File: config.mk
export PLATFORM = sky130hd
export DESIGN_NAME = sha256_hash_engine_top
export DESIGN_NICKNAME = d
export VERILOG_FILES = /design/src/sv/sha_pkg.sv /design/src/sv/sha_msg_sched.sv /design/src/sv/sha_round.sv /design/src/sv/sha256_hash_engine_top.sv
export SDC_FILE = /design/constraint.sdc
export NUM_CORES = 2
export LEC_CHECK = 0
export ABC_AREA = 0
export BUFFER_PORTS_ARGS = -buffer_cell sky130_fd_sc_hd__buf_2
export CORE_ASPECT_RATIO = 1.2
export CORE_MARGIN = 2
export CORE_UTILIZATION = 40
export DETAILED_ROUTE_END_ITERATION = 6
export PLACE_DENSITY_LB_ADDON = 0.1
export SYNTH_ARGS = -nofsm -noshare
export SYNTH_HDL_FRONTEND = slang
export SYNTH_SLANG_ARGS = --single-unit
File: constraint.sdc
create_clock -name clk -period 34.8 [get_ports clk]
set_input_delay 5.22 -clock clk [delete_from_list [all_inputs] [get_ports clk]]
set_output_delay 5.22 -clock clk [all_outputs]
set_load 0.005 [all_outputs]
File: src/sv/sha_pkg.sv
package sha_pkg;

  localparam logic [31:0] SHA_K [64] = '{
    32'h428a2f98, 32'h71374491, 32'hb5c0fbcf, 32'he9b5dba5,
    32'h3956c25b, 32'h59f111f1, 32'h923f82a4, 32'hab1c5ed5,
    32'hd807aa98, 32'h12835b01, 32'h243185be, 32'h550c7dc3,
    32'h72be5d74, 32'h80deb1fe, 32'h9bdc06a7, 32'hc19bf174,
    32'he49b69c1, 32'hefbe4786, 32'h0fc19dc6, 32'h240ca1cc,
    32'h2de92c6f, 32'h4a7484aa, 32'h5cb0a9dc, 32'h76f988da,
    32'h983e5152, 32'ha831c66d, 32'hb00327c8, 32'hbf597fc7,
    32'hc6e00bf3, 32'hd5a79147, 32'h06ca6351, 32'h14292967,
    32'h27b70a85, 32'h2e1b2138, 32'h4d2c6dfc, 32'h53380d13,
    32'h650a7354, 32'h766a0abb, 32'h81c2c92e, 32'h92722c85,
    32'ha2bfe8a1, 32'ha81a664b, 32'hc24b8b70, 32'hc76c51a3,
    32'hd192e819, 32'hd6990624, 32'hf40e3585, 32'h106aa070,
    32'h19a4c116, 32'h1e376c08, 32'h2748774c, 32'h34b0bcb5,
    32'h391c0cb3, 32'h4ed8aa4a, 32'h5b9cca4f, 32'h682e6ff3,
    32'h748f82ee, 32'h78a5636f, 32'h84c87814, 32'h8cc70208,
    32'h90befffa, 32'ha4506ceb, 32'hbef9a3f7, 32'hc67178f2
  };

  // word 0 in the low 32 bits
  localparam logic [7:0][31:0] SHA_IV = {
    32'h5be0cd19, 32'h1f83d9ab, 32'h9b05688c, 32'h510e527f,
    32'ha54ff53a, 32'h3c6ef372, 32'hbb67ae85, 32'h6a09e667
  };

  localparam logic [7:0] SHA_PAD_BYTE = 8'h80;
  localparam logic [5:0] SHA_LEN_POS  = 6'd56;

  typedef struct packed {
    logic       shift;  // shift one message byte into the block
    logic       step;   // advance the schedule by one word
    logic [7:0] data;
  } sha_sched_ctl_t;

  typedef struct packed {
    logic load;  // working vars <= hash words
    logic step;  // one compression round
    logic fin;   // hash words += working vars
    logic init;  // hash words <= initial values
  } sha_rnd_ctl_t;

  function automatic logic [31:0] ror32(input logic [31:0] x, input logic [4:0] n);
    return (x >> n) | (x << (6'd32 - {1'b0, n}));
  endfunction

  function automatic logic [31:0] big_s0(input logic [31:0] x);
    return ror32(x, 5'd2) ^ ror32(x, 5'd13) ^ ror32(x, 5'd22);
  endfunction

  function automatic logic [31:0] big_s1(input logic [31:0] x);
    return ror32(x, 5'd6) ^ ror32(x, 5'd11) ^ ror32(x, 5'd25);
  endfunction

  function automatic logic [31:0] small_s0(input logic [31:0] x);
    return ror32(x, 5'd7) ^ ror32(x, 5'd18) ^ (x >> 3);
  endfunction

  function automatic logic [31:0] small_s1(input logic [31:0] x);
    return ror32(x, 5'd17) ^ ror32(x, 5'd19) ^ (x >> 10);
  endfunction

endpackage

File: src/sv/sha_msg_sched.sv
module sha_msg_sched (
  input  logic                    clk,
  input  sha_pkg::sha_sched_ctl_t ctl,
  output logic [31:0]             w
);
  import sha_pkg::*;

  // sw_r[0] is the oldest word; it carries W[r] during round r
  logic [31:0] sw_r   [16];
  logic [31:0] sw_nxt [16];
  logic [31:0] w_new;

  assign w     = sw_r[0];
  assign w_new = sw_r[0] + small_s0(sw_r[1]) + sw_r[9] + small_s1(sw_r[14]);

  always_comb begin
    for (int i = 0; i < 16; i++) sw_nxt[i] = sw_r[i];
    if (ctl.shift) begin
      // whole block moves up by one byte, big-endian within each word
      for (int i = 0; i < 15; i++) sw_nxt[i] = {sw_r[i][23:0], sw_r[i+1][31:24]};
      sw_nxt[15] = {sw_r[15][23:0], ctl.data};
    end else if (ctl.step) begin
      for (int i = 0; i < 15; i++) sw_nxt[i] = sw_r[i+1];
      sw_nxt[15] = w_new;
    end
  end

  always_ff @(posedge clk) begin
    for (int i = 0; i < 16; i++) sw_r[i] <= sw_nxt[i];
  end

endmodule

File: src/sv/sha_round.sv
module sha_round (
  input  logic                  clk,
  input  logic                  rst_n,
  input  sha_pkg::sha_rnd_ctl_t ctl,
  input  logic [5:0]            rnd,
  input  logic [31:0]           w,
  output logic [7:0][31:0]      hash
);
  import sha_pkg::*;

  // index 0..7 = a..h
  logic [7:0][31:0] wv_r, wv_nxt;
  logic [7:0][31:0] hash_r, hash_nxt;
  logic [31:0]      t1, t2, ch, maj;

  assign hash = hash_r;

  assign ch  = (wv_r[4] & wv_r[5]) ^ (~wv_r[4] & wv_r[6]);
  assign maj = (wv_r[0] & wv_r[1]) ^ (wv_r[0] & wv_r[2]) ^ (wv_r[1] & wv_r[2]);
  assign t1  = wv_r[7] + big_s1(wv_r[4]) + ch + SHA_K[rnd] + w;
  assign t2  = big_s0(wv_r[0]) + maj;

  always_comb begin
    wv_nxt   = wv_r;
    hash_nxt = hash_r;
    if (ctl.load) begin
      wv_nxt = hash_r;
    end else if (ctl.step) begin
      wv_nxt[0] = t1 + t2;
      wv_nxt[1] = wv_r[0];
      wv_nxt[2] = wv_r[1];
      wv_nxt[3] = wv_r[2];
      wv_nxt[4] = wv_r[3] + t1;
      wv_nxt[5] = wv_r[4];
      wv_nxt[6] = wv_r[5];
      wv_nxt[7] = wv_r[6];
    end
    if (ctl.fin) begin
      for (int i = 0; i < 8; i++) hash_nxt[i] = hash_r[i] + wv_r[i];
    end else if (ctl.init) begin
      hash_nxt = SHA_IV;
    end
  end

  always_ff @(posedge clk) begin
    if (!rst_n) begin
      hash_r <= SHA_IV;
    end else begin
      hash_r <= hash_nxt;
    end
  end

  always_ff @(posedge clk) begin
    wv_r <= wv_nxt;
  end

endmodule

File: src/sv/sha256_hash_engine_top.sv
// Channel | Dir | tdata                 | tuser        | tlast
// in_     | in  | [7:0] msg_byte        | [0] has_byte | msg_end
// out_    | out | [31:0] digest_word    | -            | digest_last
//
// Byte items are shifted into the block. A full 64-byte block is then compressed by
// one round unit, round by round in S_ROUND, and folded into the hash in S_FIN.
// End of message: S_PAD fills the block, then rounds and fold run for the pad block;
// with 56 or more bytes held a second pad block is filled, rounded and folded too.
// Then S_DONE moves the digest to the output buffer.
// Input is ready only in idle. The 8-word output buffer drains on its own; a
// digest waits for it to empty. Reset is synchronous, active low.
module sha256_hash_engine_top (
  input  logic        clk,
  input  logic        rst_n,
  input  logic        in_tvalid,
  output logic        in_tready,
  input  logic [7:0]  in_tdata,   // [7:0] msg_byte
  input  logic [0:0]  in_tuser,   // [0] has_byte
  input  logic        in_tlast,
  output logic        out_tvalid,
  input  logic        out_tready,
  output logic [31:0] out_tdata,  // [31:0] digest_word
  output logic        out_tlast
);
  import sha_pkg::*;

  typedef enum logic [2:0] {S_IDLE, S_PAD, S_ROUND, S_FIN, S_DONE} state_t;
  typedef enum logic [1:0] {K_DATA, K_DATA_END, K_PAD1, K_LAST} blk_kind_t;

  state_t           state_r, state_nxt;
  blk_kind_t        kind_r, kind_nxt;
  logic [5:0]       fill_r, fill_nxt, fill_inc;
  logic [60:0]      len_r, len_nxt;
  logic [5:0]       rnd_r, rnd_nxt;
  logic             two_blk_r, two_blk_nxt;
  logic             pad_first_r, pad_first_nxt;
  logic [7:0][31:0] dig_r, dig_nxt;
  logic [3:0]       out_cnt_r, out_cnt_nxt;

  sha_sched_ctl_t   sch_ctl;
  sha_rnd_ctl_t     rnd_ctl;
  logic [31:0]      w;
  logic [7:0][31:0] hash;
  logic [63:0]      bit_len;
  logic [7:0]       len_byte;

  sha_msg_sched u_sched (
    .clk (clk),
    .ctl (sch_ctl),
    .w   (w)
  );

  sha_round u_round (
    .clk   (clk),
    .rst_n (rst_n),
    .ctl   (rnd_ctl),
    .rnd   (rnd_r),
    .w     (w),
    .hash  (hash)
  );

  assign in_tready  = (state_r == S_IDLE);
  assign out_tvalid = (out_cnt_r != 4'd0);
  assign out_tdata  = dig_r[0];
  assign out_tlast  = (out_cnt_r == 4'd1);

  assign fill_inc = fill_r + 6'd1;
  assign bit_len  = {len_r, 3'b000};
  // byte 56 holds the top length byte
  assign len_byte = bit_len[{~fill_r[2:0], 3'b000} +: 8];

  always_comb begin
    state_nxt     = state_r;
    kind_nxt      = kind_r;
    fill_nxt      = fill_r;
    len_nxt       = len_r;
    rnd_nxt       = rnd_r;
    two_blk_nxt   = two_blk_r;
    pad_first_nxt = pad_first_r;
    dig_nxt       = dig_r;
    out_cnt_nxt   = out_cnt_r;
    sch_ctl       = '0;
    rnd_ctl       = '0;

    if (out_tvalid && out_tready) begin
      dig_nxt     = {32'd0, dig_r[7:1]};
      out_cnt_nxt = out_cnt_r - 4'd1;
    end

    case (state_r)
      S_IDLE: begin
        if (in_tvalid) begin
          if (in_tuser[0]) begin
            sch_ctl.shift = 1'b1;
            sch_ctl.data  = in_tdata;
            fill_nxt      = fill_inc;
            len_nxt       = len_r + 61'd1;
          end
          if (in_tuser[0] && fill_r == 6'd63) begin
            state_nxt    = S_ROUND;
            kind_nxt     = in_tlast ? K_DATA_END : K_DATA;
            rnd_ctl.load = 1'b1;
            rnd_nxt      = 6'd0;
          end else if (in_tlast) begin
            state_nxt     = S_PAD;
            pad_first_nxt = 1'b1;
            two_blk_nxt   = in_tuser[0] ? (fill_inc >= SHA_LEN_POS) : (fill_r >= SHA_LEN_POS);
          end
        end
      end
      S_PAD: begin
        sch_ctl.shift = 1'b1;
        if (pad_first_r) begin
          sch_ctl.data = SHA_PAD_BYTE;
        end else if (!two_blk_r && fill_r >= SHA_LEN_POS) begin
          sch_ctl.data = len_byte;
        end else begin
          sch_ctl.data = 8'd0;
        end
        fill_nxt      = fill_inc;
        pad_first_nxt = 1'b0;
        if (fill_r == 6'd63) begin
          state_nxt    = S_ROUND;
          kind_nxt     = two_blk_r ? K_PAD1 : K_LAST;
          rnd_ctl.load = 1'b1;
          rnd_nxt      = 6'd0;
        end
      end
      S_ROUND: begin
        rnd_ctl.step = 1'b1;
        sch_ctl.step = 1'b1;
        rnd_nxt      = rnd_r + 6'd1;
        if (rnd_r == 6'd63) state_nxt = S_FIN;
      end
      S_FIN: begin
        rnd_ctl.fin = 1'b1;
        case (kind_r)
          K_DATA: state_nxt = S_IDLE;
          K_DATA_END: begin
            state_nxt     = S_PAD;
            pad_first_nxt = 1'b1;
            two_blk_nxt   = 1'b0;
          end
          K_PAD1: begin
            state_nxt     = S_PAD;
            pad_first_nxt = 1'b0;
            two_blk_nxt   = 1'b0;
          end
          K_LAST:  state_nxt = S_DONE;
          default: state_nxt = S_IDLE;
        endcase
      end
      S_DONE: begin
        if (out_cnt_r == 4'd0) begin
          dig_nxt      = hash;
          out_cnt_nxt  = 4'd8;
          rnd_ctl.init = 1'b1;
          len_nxt      = '0;
          fill_nxt     = '0;
          state_nxt    = S_IDLE;
        end
      end
      default: state_nxt = S_IDLE;
    endcase
  end

  always_ff @(posedge clk) begin
    if (!rst_n) begin
      state_r     <= S_IDLE;
      kind_r      <= K_DATA;
      fill_r      <= '0;
      len_r       <= '0;
      rnd_r       <= '0;
      two_blk_r   <= 1'b0;
      pad_first_r <= 1'b0;
      out_cnt_r   <= '0;
    end else begin
      state_r     <= state_nxt;
      kind_r      <= kind_nxt;
      fill_r      <= fill_nxt;
      len_r       <= len_nxt;
      rnd_r       <= rnd_nxt;
      two_blk_r   <= two_blk_nxt;
      pad_first_r <= pad_first_nxt;
      out_cnt_r   <= out_cnt_nxt;
    end
    dig_r <= dig_nxt;
  end

  a_round_to_fin: assert property (@(posedge clk) disable iff (!rst_n)
    state_r == S_ROUND && rnd_r == 6'd63 |=> state_r == S_FIN)
    else $error("round count did not end in fold");

  a_block_empty: assert property (@(posedge clk) disable iff (!rst_n)
    state_r == S_FIN |=> fill_r == 6'd0)
    else $error("block fill not empty after compression");

  a_digest_load: assert property (@(posedge clk) disable iff (!rst_n)
    state_r == S_DONE && out_cnt_r == 4'd0 |=> out_cnt_r == 4'd8 && state_r == S_IDLE)
    else $error("digest not loaded into output buffer");

  a_last_drains: assert property (@(posedge clk) disable iff (!rst_n)
    out_tvalid && out_tready && out_tlast |=> out_cnt_r == 4'd0)
    else $error("output buffer not empty after last word");

  a_cnt_range: assert property (@(posedge clk) disable iff (!rst_n)
    out_cnt_r <= 4'd8)
    else $error("output count out of range");

endmodule
==> impl_metrics.json <==
{
  "cts_resized": 0,
  "peakVddDrop_mv": 0.06095,
  "status": "finished clean",
  "met2_usage_pct": 48.61,
  "gp_congestion": 1.009,
  "drt_iter0_drc": 4891,
  "drv_cap": 0,
  "ys_seq_area_share_pct": 42.50,
  "cts.sinks": 1364,
  "layout.nets": 9754,
  "hp-class": "flop to flop",
  "synth_top_family_by_area": "simple AND/OR/NAND/NOR gates",
  "finalCritPeriodShare_pct": 30.94,
  "grt_max_degree": 190,
  "final_max_slew_viol_count": 0,
  "fmax_mhz": 92.87,
  "post-cts-setup-buffers": 0,
  "fin_tns_setup_ps": 0,
  "mostFrequentLayoutCell": "nand2_1",
  "grtUsageMet1_pct": 32.62,
  "synth_compound_area_share_pct": 14.57,
  "p_total_mw": 6.420,
  "endpoint_kind": "flop",
  "cts_tree": "yes",
  "cp_max_fo": 24,
  "synth_area_leader_cell": "edfxtp_1",
  "synthesis.nets": 10039,
  "synth-xor-area-share_pct": 6.691,
  "placedCellCount": 11658,
  "cts_root_buf": "clkbuf_16",
  "route.detailed.drc": 0,
  "start_kind": "flop",
  "area_growth_pct": 9.100,
  "grtUsageTotal_pct": 27.28,
  "tightest_slew_ps": 1181,
  "synth-seq-cells": 1364,
  "switching_share_pct": 39.22,
  "wl_um": 290000,
  "port_buffers": 48,
  "holdBufCountCts": 0,
  "avgSynthCellArea_um2": 8.729,
  "numCtsBuffers": 155,
  "power_density_nw_per_um2": 71.47,
  "rows": 182,
  "skew_ps": 69.97,
  "hpwl_um": 208000,
  "synth_fa_ha_area_share_pct": 11.04,
  "intPower_mw": 3.902,
  "grt_antenna_before_repair": 2,
  "min_period_ps": 10770,
  "clk_latency_ps": 880,
  "synth_cells": 9432,
  "vias": 66232,
  "yosysUniqueCellTypes": 91,
  "syn-cell-area_um2": 82340,
  "combPwrFrac_pct": 40.1,
  "grt_pass1_wl_um": 430000,
  "cts_htree_levels": 4,
  "synthMuxAreaShare_pct": 1.129,
  "setup_viol": 0,
  "grtUsageMet3_pct": 2.986,
  "final.fill_count": 20316,
  "postRouteAntennaNets": 0,
  "yosysWarnings": 0,
  "grt_overflow": 0,
  "whs_ps": 436.9,
  "dieArea_um2": 209500,
  "die_height_um": 501.0,
  "most-common-layout-cells": "nand2_1 (2914), edfxtp_1 (768), dfxtp_1 (592)",
  "layoutNonFillerInstCount": 11950,
  "rsz0062_at_grt": "no",
  "p_clk_share_pct": 26.7,
  "clock_path_buffers": 3,
  "p_switching_mw": 2.518,
  "synthSimpleGateAreaFrac_pct": 20.00,
  "wl_per_cell_um": 24.27,
  "cts.clk_slew.worst_paths_ps": 60,
  "synth_edf_count": 768,
  "dr.pass1.iters": 6,
  "slew_headroom_pct": 20.61,
  "setup.worst_path.class": "flop to flop",
  "cpPeakStageDelay_ps": 960,
  "p_seq_share_pct": 33.2,
  "hold_viol_final": 0,
  "yosys_most_used_dff": "edfxtp_1",
  "critPathSlowestCell": "ha_1",
  "ys_async_sr_fraction_pct": 0,
  "grt_pass1_vias": 65780,
  "synth_area_leaders": "edfxtp_1 (28%), dfxtp_1 (14%), nand2_1 (13%), ha_1 (6.0%), fa_1 (4.7%)",
  "drive_above_1_share_pct": 5.420,
  "viasPerCell": 5.542,
  "yosysTopAreaCellShare_pct": 28.01,
  "power_leakage_nw": 37.43,
  "core-area_um2": 204700,
  "start_util_pct": 40.22,
  "fin_util_pct": 43.88,
  "grt_busiest_layer": "met2",
  "die_w_um": 418.2,
  "crit_arrival_ps": 11340,
  "cp.required_ps": 35370,
  "ios": 49
}
## Yosys cell counts, drive strengths merged, types with 11 or more instances
| library cell | count |
|---|---|
| o211ai | 48 |
| xnor2 | 402 |
| a21o | 173 |
| nand2 | 2920 |
| mux2i | 22 |
| o21a | 49 |
| a211o | 14 |
| mux2 | 31 |
| clkbuf | 522 |
| nor2b | 51 |
| and2 | 34 |
| buf | 75 |
| fa | 195 |
| and4 | 11 |
| xor2 | 227 |
| o21ai | 454 |
| nor4 | 14 |
| nand2b | 58 |
| maj3 | 21 |
| and3 | 51 |
| a31oi | 54 |
| inv | 253 |
| o221ai | 13 |
| nand4 | 35 |
| o311ai | 15 |
| a31o | 12 |
| ha | 398 |
| or2 | 11 |
| a211oi | 52 |
| or3 | 32 |
| dfxtp | 596 |
| edfxtp | 768 |
| o21bai | 59 |
| mux4 | 16 |
| a21boi | 76 |
| o31ai | 21 |
| a22oi | 235 |
| nor2 | 433 |
| a21oi | 494 |
| nor3 | 170 |
| nand3 | 163 |
## cell families after synthesis
logic type,Yosys count
xor+xnor,629
fa+ha+maj,614
simple gates,4017
mux,69
flops,1364
buf+inv,853
compound gates,1886
## critical path, delay by kind of cell (launching register included)
kind,cells,cell delay [ps]
buf+inv,4,1020
simple gates,3,1040
flops,1,330
compound gates,18,4150
fa+ha+maj,7,3410
xor+xnor,2,510
## state kept, by name, summed over array words and instances (netlist names)
register	flops
u_round.hash	256
two_blk_r	1
len_r	61
pad_first_r	1
kind_r	2
u_sched.sw_r	512
rnd_r	6
dig_r	224
fill_r	6
out_tdata	32
state_r	3
out_cnt_r	4
u_round.wv_r	256
## layout make-up
cell class                      count  area (um2)  area share (%)
Antenna cell                        1       2.502        0.002786
Clock buffer                      209        4295           4.782
Clock inverter                     82        1016           1.131
Inverter                          256       960.9           1.070
Multi-Input combinational cell   7215       44100           49.09
Sequential cell                  1364       35000           38.97
Tap cell                         2668        3338           3.716
Timing Repair Buffer              155        1112           1.238
## through the flow
| step | worst slack, ps | instance area [um2] |
|---|---|---|
| final | 24030 | 89830 |
| after global routing | 23300 | 89830 |
| after CTS | 24090 | 89820 |
| after detailed placement | 24110 | 84510 |
| after global placement | 24080 | 84510 |
| after floorplan | 16610 | 82340 |
## path summary, 6_finish.rpt
kind / end / slack [ps] / cells past startpoint / startpoint
worst min register to register: out_tdata[28] / 440 / 2 / out_tdata[28]
worst max register to register: u_round.wv_r[30] / 24030 / 34 / rnd_r[1]
worst min-delay path: out_tdata[28] / 440 / 2 / out_tdata[28]
worst max-delay path: u_round.wv_r[30] / 24030 / 34 / rnd_r[1]
## per-layer routing
layer,wire length [um],part of all wire [%]
met3,10540,3.6
met1,118000,41
met2,146400,50
met5,0,0
met4,15090,5.2
## power groups by stage
stage,clock (mW),combinational [mW],sequential [mW]
3_5_place_dp,0,2.54,2.16
6_report,1.71,2.58,2.13
3_3_place_gp,0,2.52,2.16
2_1_floorplan,0,1.80,2.11
5_1_grt,1.81,2.82,2.14
4_1_cts,1.75,2.56,2.13
No activity file was read; power rests on OpenSTA's default activity.
